### src/rtl/dsc_pkg.sv
package dsc_pkg;

  // Field widths fixed by the page and segment formats.
  localparam int unsigned ADDR_W  = 64;
  localparam int unsigned BYTES_W = 32;
  localparam int unsigned LEN_W   = 64;
  localparam int unsigned NUM_W   = 16;

  // Configuration port geometry.
  localparam int unsigned APB_ADDR_W = 3;
  localparam int unsigned APB_DATA_W = 32;

  // Register index, taken from paddr[2].
  localparam logic REG_SEG_LIMIT = 1'b0;

  localparam logic [NUM_W-1:0] SEG_LIMIT_RESET = 16'hFFFF;

  // Result status codes.
  localparam logic STATUS_OK       = 1'b0;
  localparam logic STATUS_OVERFLOW = 1'b1;

  // One result item as it leaves the block.
  typedef struct packed {
    logic [ADDR_W-1:0] seg_base;
    logic [LEN_W-1:0]  seg_length;
    logic [NUM_W-1:0]  seg_number;
    logic              status;
    logic              run_end;
  } dsc_result_t;

  // Work handed from the front to the back: one or two results per command.
  typedef struct packed {
    dsc_result_t first;
    logic        has_second;
    dsc_result_t second;
  } dsc_cmd_t;

endpackage

### src/rtl/dsc_page_if.sv
interface dsc_page_if;
  logic        valid;
  logic        ready;
  logic [63:0] page_addr;
  logic [31:0] page_bytes;
  logic        last_page;

  modport source (output valid, page_addr, page_bytes, last_page, input ready);
  modport sink (input valid, page_addr, page_bytes, last_page, output ready);
endinterface

### src/rtl/dsc_seg_if.sv
interface dsc_seg_if;
  logic        valid;
  logic        ready;
  logic [63:0] seg_base;
  logic [63:0] seg_length;
  logic [15:0] seg_number;
  logic        status;
  logic        run_end;

  modport source (output valid, seg_base, seg_length, seg_number, status, run_end,
                  input ready);
  modport sink (input valid, seg_base, seg_length, seg_number, status, run_end,
                output ready);
endinterface

### src/rtl/dsc_front.sv
module dsc_front (
  input  logic                             clk,
  input  logic                             rst,
  dsc_page_if.sink                         pages,
  input  logic [dsc_pkg::NUM_W-1:0]        seg_limit,
  input  logic                             cmd_ready,
  output logic                             cmd_push,
  output dsc_pkg::dsc_cmd_t                cmd
);
  import dsc_pkg::*;

  logic [ADDR_W-1:0] open_base, open_base_next;
  logic [LEN_W-1:0]  open_length, open_length_next;
  logic [NUM_W-1:0]  emitted_count, emitted_count_next;
  logic              run_open, run_open_next;
  logic              run_failed, run_failed_next;

  logic [ADDR_W-1:0] expect_addr;
  logic [LEN_W-1:0]  page_len;
  logic [LEN_W-1:0]  grown_len;
  logic [NUM_W-1:0]  count_inc;
  logic              contiguous;
  logic              accept;

  // Closing result of a segment: the segment itself, or the overflow error.
  function automatic dsc_result_t flush_seg(input logic [ADDR_W-1:0] base,
                                            input logic [LEN_W-1:0]  len,
                                            input logic [NUM_W-1:0]  num,
                                            input logic [NUM_W-1:0]  limit,
                                            input logic              last);
    dsc_result_t r;
    if (num >= limit) begin
      r.seg_base   = '0;
      r.seg_length = '0;
      r.seg_number = num;
      r.status     = STATUS_OVERFLOW;
      r.run_end    = 1'b1;
    end else begin
      r.seg_base   = base;
      r.seg_length = len;
      r.seg_number = num;
      r.status     = STATUS_OK;
      r.run_end    = last;
    end
    return r;
  endfunction

  assign pages.ready = cmd_ready;
  assign accept      = pages.valid && cmd_ready;

  // Contiguity test and merged length.
  assign expect_addr = open_base + open_length;
  assign contiguous  = (pages.page_addr == expect_addr);
  assign page_len    = {{(LEN_W-BYTES_W){1'b0}}, pages.page_bytes};
  assign grown_len   = open_length + page_len;
  assign count_inc   = emitted_count + NUM_W'(1);

  // Classify the page and update the open segment.
  always_comb begin
    open_base_next     = open_base;
    open_length_next   = open_length;
    emitted_count_next = emitted_count;
    run_open_next      = run_open;
    run_failed_next    = run_failed;
    cmd_push           = 1'b0;
    cmd                = '0;

    if (accept) begin
      if (run_failed) begin
        // Swallow the rest of a failed run.
        if (pages.last_page) begin
          run_failed_next = 1'b0;
        end
      end else if (!run_open) begin
        if (pages.last_page) begin
          cmd_push  = 1'b1;
          cmd.first = flush_seg(pages.page_addr, page_len, '0, seg_limit, 1'b1);
        end else begin
          open_base_next     = pages.page_addr;
          open_length_next   = page_len;
          emitted_count_next = '0;
          run_open_next      = 1'b1;
        end
      end else if (contiguous) begin
        if (pages.last_page) begin
          cmd_push  = 1'b1;
          cmd.first = flush_seg(open_base, grown_len, emitted_count, seg_limit, 1'b1);
          run_open_next      = 1'b0;
          emitted_count_next = '0;
          open_base_next     = '0;
          open_length_next   = '0;
        end else begin
          open_length_next = grown_len;
        end
      end else begin
        // Break: emit the open segment, then fail, open or flush a new one.
        cmd_push  = 1'b1;
        cmd.first = flush_seg(open_base, open_length, emitted_count, seg_limit,
                              1'b0);
        if (emitted_count >= seg_limit) begin
          run_open_next      = 1'b0;
          emitted_count_next = '0;
          open_base_next     = '0;
          open_length_next   = '0;
          run_failed_next    = !pages.last_page;
        end else if (pages.last_page) begin
          cmd.has_second     = 1'b1;
          cmd.second         = flush_seg(pages.page_addr, page_len, count_inc,
                                         seg_limit, 1'b1);
          run_open_next      = 1'b0;
          emitted_count_next = '0;
          open_base_next     = '0;
          open_length_next   = '0;
        end else begin
          open_base_next     = pages.page_addr;
          open_length_next   = page_len;
          emitted_count_next = count_inc;
        end
      end
    end
  end

  always_ff @(posedge clk) begin
    if (rst) begin
      open_base     <= '0;
      open_length   <= '0;
      emitted_count <= '0;
      run_open      <= 1'b0;
      run_failed    <= 1'b0;
    end else begin
      open_base     <= open_base_next;
      open_length   <= open_length_next;
      emitted_count <= emitted_count_next;
      run_open      <= run_open_next;
      run_failed    <= run_failed_next;
    end
  end

endmodule

### src/rtl/dsc_queue.sv
module dsc_queue #(
  parameter int unsigned DEPTH = 4
) (
  input  logic              clk,
  input  logic              rst,
  input  logic              push,
  input  dsc_pkg::dsc_cmd_t push_cmd,
  output logic              push_ready,
  input  logic              pop,
  output logic              head_valid,
  output dsc_pkg::dsc_cmd_t head_cmd
);
  import dsc_pkg::*;

  localparam int unsigned PTR_W = (DEPTH > 1) ? $clog2(DEPTH) : 1;
  localparam int unsigned CNT_W = $clog2(DEPTH + 1);
  localparam logic [PTR_W-1:0] LAST_PTR = PTR_W'(DEPTH - 1);
  localparam logic [CNT_W-1:0] FULL_CNT = CNT_W'(DEPTH);

  dsc_cmd_t          slots [DEPTH];
  logic [PTR_W-1:0]  wr_ptr, rd_ptr;
  logic [CNT_W-1:0]  count;
  logic              do_push, do_pop;

  assign push_ready = (count != FULL_CNT);
  assign head_valid = (count != '0);
  assign head_cmd   = slots[rd_ptr];
  assign do_push    = push && push_ready;
  assign do_pop     = pop && head_valid;

  // Storage for queued commands.
  always_ff @(posedge clk) begin
    if (do_push) begin
      slots[wr_ptr] <= push_cmd;
    end
  end

  // Pointers and fill count.
  always_ff @(posedge clk) begin
    if (rst) begin
      wr_ptr <= '0;
      rd_ptr <= '0;
      count  <= '0;
    end else begin
      if (do_push) begin
        wr_ptr <= (wr_ptr == LAST_PTR) ? '0 : wr_ptr + PTR_W'(1);
      end
      if (do_pop) begin
        rd_ptr <= (rd_ptr == LAST_PTR) ? '0 : rd_ptr + PTR_W'(1);
      end
      if (do_push && !do_pop) begin
        count <= count + CNT_W'(1);
      end else if (do_pop && !do_push) begin
        count <= count - CNT_W'(1);
      end
    end
  end

endmodule

### src/rtl/dsc_back.sv
module dsc_back (
  input  logic              clk,
  input  logic              rst,
  input  logic              head_valid,
  input  dsc_pkg::dsc_cmd_t head_cmd,
  output logic              pop,
  dsc_seg_if.source         segs
);
  import dsc_pkg::*;

  logic        out_valid;
  dsc_result_t out_res;
  logic        second_phase;
  logic        load;
  dsc_result_t pick;

  // The output register refills when empty or when its item is taken.
  assign load = !out_valid || segs.ready;
  assign pick = second_phase ? head_cmd.second : head_cmd.first;
  assign pop  = load && head_valid && (second_phase || !head_cmd.has_second);

  always_ff @(posedge clk) begin
    if (rst) begin
      out_valid    <= 1'b0;
      second_phase <= 1'b0;
    end else if (load) begin
      out_valid <= head_valid;
      if (head_valid) begin
        second_phase <= !second_phase && head_cmd.has_second;
      end
    end
  end

  always_ff @(posedge clk) begin
    if (load && head_valid) begin
      out_res <= pick;
    end
  end

  assign segs.valid      = out_valid;
  assign segs.seg_base   = out_res.seg_base;
  assign segs.seg_length = out_res.seg_length;
  assign segs.seg_number = out_res.seg_number;
  assign segs.status     = out_res.status;
  assign segs.run_end    = out_res.run_end;

endmodule

### src/rtl/dsc_cfg.sv
module dsc_cfg (
  input  logic                             clk,
  input  logic                             rst,
  input  logic                             psel,
  input  logic                             penable,
  input  logic                             pwrite,
  input  logic [dsc_pkg::APB_ADDR_W-1:0]   paddr,
  input  logic [dsc_pkg::APB_DATA_W-1:0]   pwdata,
  output logic [dsc_pkg::APB_DATA_W-1:0]   prdata,
  output logic                             pready,
  output logic [dsc_pkg::NUM_W-1:0]        seg_limit
);
  import dsc_pkg::*;

  logic wr_en;

  assign pready = 1'b1;
  assign wr_en  = psel && penable && pwrite && (paddr[2] == REG_SEG_LIMIT);

  always_ff @(posedge clk) begin
    if (rst) begin
      seg_limit <= SEG_LIMIT_RESET;
    end else if (wr_en) begin
      seg_limit <= pwdata[NUM_W-1:0];
    end
  end

  // Read back; unused bits and unmapped addresses read as zero.
  always_comb begin
    prdata = '0;
    if (paddr[2] == REG_SEG_LIMIT) begin
      prdata = {{(APB_DATA_W-NUM_W){1'b0}}, seg_limit};
    end
  end

endmodule

### src/rtl/dma_segment_coalescer_core.sv
// Scatter-gather coalescer: pages arrive one per item (bus address, size,
// last flag) and leave as contiguous segments with their index in the run.
// A page is accepted every cycle while the result queue has room; the
// contiguity check is a single 64-bit add and compare in the front stage.
// Results leave one per cycle while the output is not stalled, through the
// queue and then a registered output, so a run whose last page both closes a
// segment and flushes a new one yields two results in turn. The queue of
// QUEUE_DEPTH commands absorbs those bursts and output stalls. When a run
// exceeds the segment limit, one error result closes it and its remaining
// pages produce nothing.
module dma_segment_coalescer_core #(
  parameter int unsigned QUEUE_DEPTH = 4
) (
  input  logic                             clk,
  input  logic                             rst,
  dsc_page_if.sink                         pages,
  dsc_seg_if.source                        segs,
  input  logic                             psel,
  input  logic                             penable,
  input  logic                             pwrite,
  input  logic [dsc_pkg::APB_ADDR_W-1:0]   paddr,
  input  logic [dsc_pkg::APB_DATA_W-1:0]   pwdata,
  output logic [dsc_pkg::APB_DATA_W-1:0]   prdata,
  output logic                             pready
);
  import dsc_pkg::*;

  logic [NUM_W-1:0] seg_limit;
  logic             cmd_push, cmd_ready;
  dsc_cmd_t         cmd;
  logic             head_valid, head_pop;
  dsc_cmd_t         head_cmd;

  dsc_cfg u_cfg (
    .clk          (clk),
    .rst          (rst),
    .psel         (psel),
    .penable      (penable),
    .pwrite       (pwrite),
    .paddr        (paddr),
    .pwdata       (pwdata),
    .prdata       (prdata),
    .pready       (pready),
    .seg_limit    (seg_limit)
  );

  dsc_front u_front (
    .clk          (clk),
    .rst          (rst),
    .pages        (pages),
    .seg_limit    (seg_limit),
    .cmd_ready    (cmd_ready),
    .cmd_push     (cmd_push),
    .cmd          (cmd)
  );

  dsc_queue #(
    .DEPTH (QUEUE_DEPTH)
  ) u_queue (
    .clk        (clk),
    .rst        (rst),
    .push       (cmd_push),
    .push_cmd   (cmd),
    .push_ready (cmd_ready),
    .pop        (head_pop),
    .head_valid (head_valid),
    .head_cmd   (head_cmd)
  );

  dsc_back u_back (
    .clk        (clk),
    .rst        (rst),
    .head_valid (head_valid),
    .head_cmd   (head_cmd),
    .pop        (head_pop),
    .segs       (segs)
  );

endmodule

### src/flat_wrapper.sv
// flat-port wrapper written by rule: the top's interface ports become plain ports
module dma_segment_coalescer_core_flat import dsc_pkg::*;
#(
  parameter int unsigned QUEUE_DEPTH = 4
)
  (clk, rst, psel, penable, pwrite, paddr, pwdata, prdata, pready, pages_valid, pages_page_addr, pages_page_bytes, pages_last_page, pages_ready, segs_valid, segs_seg_base, segs_seg_length, segs_seg_number, segs_status, segs_run_end, segs_ready);
  dsc_page_if pages_i ();
  dsc_seg_if segs_i ();
  input  logic clk;
  input  logic rst;
  input  logic psel;
  input  logic penable;
  input  logic pwrite;
  input  logic [dsc_pkg::APB_ADDR_W-1:0] paddr;
  input  logic [dsc_pkg::APB_DATA_W-1:0] pwdata;
  output logic [dsc_pkg::APB_DATA_W-1:0] prdata;
  output logic pready;
  input wire logic [$bits(pages_i.valid)-1:0] pages_valid;
  input wire logic [$bits(pages_i.page_addr)-1:0] pages_page_addr;
  input wire logic [$bits(pages_i.page_bytes)-1:0] pages_page_bytes;
  input wire logic [$bits(pages_i.last_page)-1:0] pages_last_page;
  output wire logic [$bits(pages_i.ready)-1:0] pages_ready;
  output wire logic [$bits(segs_i.valid)-1:0] segs_valid;
  output wire logic [$bits(segs_i.seg_base)-1:0] segs_seg_base;
  output wire logic [$bits(segs_i.seg_length)-1:0] segs_seg_length;
  output wire logic [$bits(segs_i.seg_number)-1:0] segs_seg_number;
  output wire logic [$bits(segs_i.status)-1:0] segs_status;
  output wire logic [$bits(segs_i.run_end)-1:0] segs_run_end;
  input wire logic [$bits(segs_i.ready)-1:0] segs_ready;
  assign pages_i.valid = pages_valid;
  assign pages_i.page_addr = pages_page_addr;
  assign pages_i.page_bytes = pages_page_bytes;
  assign pages_i.last_page = pages_last_page;
  assign pages_ready = pages_i.ready;
  assign segs_valid = segs_i.valid;
  assign segs_seg_base = segs_i.seg_base;
  assign segs_seg_length = segs_i.seg_length;
  assign segs_seg_number = segs_i.seg_number;
  assign segs_status = segs_i.status;
  assign segs_run_end = segs_i.run_end;
  assign segs_i.ready = segs_ready;
  dma_segment_coalescer_core #(.QUEUE_DEPTH(QUEUE_DEPTH)) u_core (.clk(clk), .rst(rst), .pages(pages_i), .segs(segs_i), .psel(psel), .penable(penable), .pwrite(pwrite), .paddr(paddr), .pwdata(pwdata), .prdata(prdata), .pready(pready));
endmodule
### config.mk
export PLATFORM = sky130hd
export DESIGN_NAME = dma_segment_coalescer_core_flat
export DESIGN_NICKNAME = d
export VERILOG_FILES = /design/src/rtl/dsc_pkg.sv /design/src/rtl/dsc_page_if.sv /design/src/rtl/dsc_seg_if.sv /design/src/rtl/dsc_front.sv /design/src/rtl/dsc_queue.sv /design/src/rtl/dsc_back.sv /design/src/rtl/dsc_cfg.sv /design/src/rtl/dma_segment_coalescer_core.sv /design/src/flat_wrapper.sv
export SDC_FILE = /design/constraint.sdc
export NUM_CORES = 2
export LEC_CHECK = 0
export BUFFER_PORTS_ARGS = -buffer_cell sky130_fd_sc_hd__buf_2
export CORE_UTILIZATION = 60
export CTS_CLUSTER_DIAMETER = 120
export DETAILED_ROUTE_END_ITERATION = 10
export MAX_ROUTING_LAYER = met4
export PLACE_DENSITY = 0.78
export SLEW_MARGIN = 0
export SYNTH_ARGS = -nofsm -noshare
export SYNTH_HDL_FRONTEND = slang
export SYNTH_SLANG_ARGS = --single-unit
### constraint.sdc
create_clock -name clk -period 29 [get_ports clk]
set_input_delay 2.9 -clock clk [delete_from_list [all_inputs] [get_ports clk]]
set_output_delay 2.9 -clock clk [all_outputs]
set_load 0.03 [all_outputs]
==> results.py <==
metrics = {
    "clock_tree": {
        "cts_sinks": 1359,
        "cts_resized": 0,
        "post_cts_buffers": 0,
        "cts_tree": "yes",
        "cts_hold_buf": 0,
        "clk_latency_ns": 0.77,
        "clkTransAtPathRegs_ns": 0.06,
        "clock_path_buffers": 3,
        "cts_root_buf": "clkbuf_16",
        "htree_levels": 4,
        "cts_buffers": 136,
    },
    "logic_synthesis": {
        "ys.flop_type": "edfxtp_1",
        "muxShareOfSynthArea": 0.0950,
        "synth_top_family_by_area": "simple AND/OR/NAND/NOR gates",
        "syn_inst": 4667,
        "post_synth_instance_area_sq_um": 63500,
        "synth_cell_types": 105,
        "yosys_warnings": 0,
        "synthSimpleGateAreaFrac": 0.110,
        "synth_fa_ha_area_frac": 0.0274,
        "synth-compound-area-share": 0.107,
        "synthArstFlopShare": 0,
        "synth_edf_count": 1186,
        "ys_seq_area_frac": 0.616,
        "synth_area_per_cell_sq_um": 13.6,
        "ys_ff_latch": 1359,
        "synth_xor_area_frac": 0.0175,
    },
    "timing": {
        "fin_crit_ns": 9.23,
        "fin_crit_sh": 0.318,
        "slew_viol_final": 0,
        "rsz0062_at_grt": "no",
        "setup_viol": 0,
        "slew_headroom": 0.193,
        "worst_pin_slew_ns": 1.18,
        "fmax_mhz": 108,
        "hold_viol_final": 0,
        "finalSetupTns_ns": 0,
        "finClkSkew_ns": 0.0478,
    },
    "routing": {
        "num_vias": 42700,
        "routed_wl_microns": 189000,
        "first_iter_violations": 4465,
        "wl_per_cell_microns": 29.6,
        "first_pass_iters": 6,
        "drtAntennaViolNets": 0,
        "routed_via_density": 6.67,
        "drc_errors": 0,
    },
    "global_routing": {
        "grt_antenna_before_repair": 2,
        "grt_max_degree": 112,
        "grt_pass1_vias": 42300,
        "grt.total_usage": 0.364,
        "grt_pass1_wl_microns": 277000,
        "grt_overflow": 0,
    },
    "setup_path": {
        "critPathMaxFanout": 67,
        "slowest_delay_ns": 1.03,
        "slowest_stage": "and2_4",
        "cp.arrival_ns": 9.58,
        "required_ns": 29.35,
        "r2r_cells": 14,
        "path_cells": "buf_2 > xnor2_1 > nand3_1 > a2111oi_0 > a221oi_1 > nand4_1 > nor4_1 > nand4_1 > nor4_1 > and4_1 > o22ai_1 > and2_4 > buf_4 > buf_4",
        "reg2reg_slack_ns": 20.20,
        "cp-start-kind": "input port",
        "startpoint": "pages_page_addr[36]",
        "r2r_start": "u_core.u_front.open_length[7]$_SDFFE_PP0P_",
        "path_class": "input port to flop",
        "r2r-end": "u_core.u_queue.slots[2][93]$_DFFE_PP_",
        "cp-end-kind": "flop",
    },
    "layout": {
        "layout.nets": 5190,
        "drive_above_1_share": 0.185,
        "final_cell_count_no_fill": 6404,
        "area_growth_pct": 11.2,
    },
    "worst_hold_path": {
        "hold_class": "flop to flop",
        "hold_depth": 2,
        "min-delay-start": "u_core.u_front.open_base[9]$_SDFFE_PP0P_",
        "worstHoldEndpoint": "u_core.u_front.open_base[9]$_SDFFE_PP0P_",
    },
    "power": {
        "leakagePower_nw": 25.0,
        "power_density_nw_per_um2": 81.0,
        "total_power_mw": 5.72,
        "peakVddDrop_v": 0.000146,
    },
    "outcome": {
        "status": "finished, final reports clean",
    },
    "die": {
        "initial_core_util": 0.609,
        "design.die.area_sq_um": 107000,
        "die_h_microns": 327,
        "core_sq_um": 104000,
        "num_rows": 118,
        "die_w_microns": 327,
        "pin_count": 320,
    },
    "placement": {
        "placedCellCount": 6156,
        "dp_hpwl_microns": 130000,
        "gp_congestion": 1.04,
        "port_buffers": 284,
    },
    "run": {
        "cap_violations": 0,
    },
}
area by class of cell:
cell class	count	area (sq um)
Sequential cell	1359	39100
Fill cell	7127	33700
Clock inverter	76	810
Antenna cell	3	7.51
Tap cell	1380	1730
Inverter	140	533
Timing Repair Buffer	356	1970
Multi-Input combinational cell	2921	22800
Clock buffer	169	3670
placed cells by master, fill, tap and decap left out, types with 26 or more instances in the layout:
cell and n:
buf_4 71, o2bb2ai_2 34, o311a_1 26, buf_2 284
o21ai_0 126, o211a_1 26, nor3_1 89, a22oi_1 32
o2bb2ai_1 33, nor4_1 35, xnor2_1 78, edfxtp_1 1186
a221o_1 28, mux4_2 260, nor2_1 247, xor2_1 49
ha_1 134, a31oi_1 46, nand2_1 600, inv_1 136
nand4_1 72, a21o_1 43, a21oi_1 179, clkbuf_16 137
o211ai_1 41, dfxtp_1 170, and2_1 149, a22o_1 67
and3_1 59, o21a_1 26, nand3_1 63
how the worst max path moves through the flow:
stage                     cells after the start                                     end
after floorplan                              12  u_core.u_queue.slots[0][100]$_DFFE_PP_
after global placement                       12  u_core.u_queue.slots[2][100]$_DFFE_PP_
after detailed placement                     12  u_core.u_queue.slots[2][100]$_DFFE_PP_
after CTS                                    12  u_core.u_queue.slots[2][239]$_DFFE_PP_
after global routing                         14  u_core.u_queue.slots[2][238]$_DFFE_PP_
final                                        14   u_core.u_queue.slots[2][93]$_DFFE_PP_
logic make-up after synthesis:
kind of cell	Yosys count
buffers and inverters	402
other	2
multiplexers	277
AO/OA/AOI/OAI	907
AND/OR/NAND/NOR	1456
adder cells (fa/ha/maj)	137
XOR/XNOR	127
flip-flops	1359
flip-flops by register name, summed over array words and instances (netlist names), named ones only:
register / count
u_core.u_queue.slots: 1040
u_core.u_back.segs.seg_base: 64
u_core.u_back.segs.seg_length: 64
u_core.u_front.open_base: 64
u_core.u_front.open_length: 64
u_core.u_back.segs.seg_number: 16
u_core.u_cfg.seg_limit: 16
u_core.u_front.emitted_count: 16
u_core.u_queue.count: 3
u_core.u_queue.rd_ptr: 2
u_core.u_queue.wr_ptr: 2
u_core.u_back.second_phase: 1
u_core.u_back.segs.run_end: 1
u_core.u_back.segs.status: 1
u_core.u_back.segs.valid: 1
u_core.u_front.run_failed: 1
u_core.u_front.run_open: 1
synthesized netlist by cell type (all sizes together) (21+ instances only):
cell type / instances / area share
a211oi: 21 / 0.0026
a21o: 43 / 0.0051
a21oi: 184 / 0.015
a221o: 28 / 0.0044
a22o: 67 / 0.0092
a22oi: 33 / 0.0041
a31oi: 48 / 0.0049
and2: 154 / 0.015
and3: 60 / 0.0059
buf: 128 / 0.011
clkbuf: 134 / 0.0080
dfxtp: 173 / 0.055
edfxtp: 1186 / 0.56
ha: 134 / 0.026
inv: 138 / 0.0082
mux4: 260 / 0.092
nand2: 600 / 0.035
nand3: 65 / 0.0053
nand4: 73 / 0.0073
nor2: 254 / 0.015
nor3: 90 / 0.0071
nor4: 39 / 0.0042
o211a: 26 / 0.0041
o211ai: 41 / 0.0048
o21a: 26 / 0.0031
o21ai: 144 / 0.011
o22ai: 25 / 0.0035
o2bb2ai: 67 / 0.013
o311a: 26 / 0.0041
or3: 23 / 0.0023
xnor2: 78 / 0.011
xor2: 49 / 0.0068
per-layer routing:
layer,vias to the layer above,GRT usage,share of wire
met2,2178,0.571,0.48
li1,18600,-,-
met5,-,-,0
met3,337,0.0581,0.077
met4,0,0.127,0.037
met1,21600,0.485,0.41
worst max-delay path, delay by kind of cell:
| kind | cells | cell delay [ns] |
|---|---|---|
| compound gates | 3 | 1.92 |
| buf+inv | 3 | 1.68 |
| xor+xnor | 1 | 0.36 |
| simple gates | 7 | 2.52 |
power by group:
part | leakage [nW] | internal (mW) | total [mW] | switching (mW)
clock network | 2.18 | 1.01 | 1.76 | 0.752
logic | 10.4 | 0.472 | 1.41 | 0.942
registers | 12.4 | 2.44 | 2.54 | 0.107
through the flow:
stage	hold slack, ns	setup WS [ns]	util	cell area [sq um]
finish	0.475	19.77	0.677	70600
global route	0.503	19.72	0.677	70600
CTS	0.476	20.01	0.677	70600
detailed placement	0.467	19.29	0.634	66100
global placement	0.452	19.25	0.634	66100
floorplan	0.441	17.41	-	63500
Note: power is estimated with default switching activity, not from simulation.
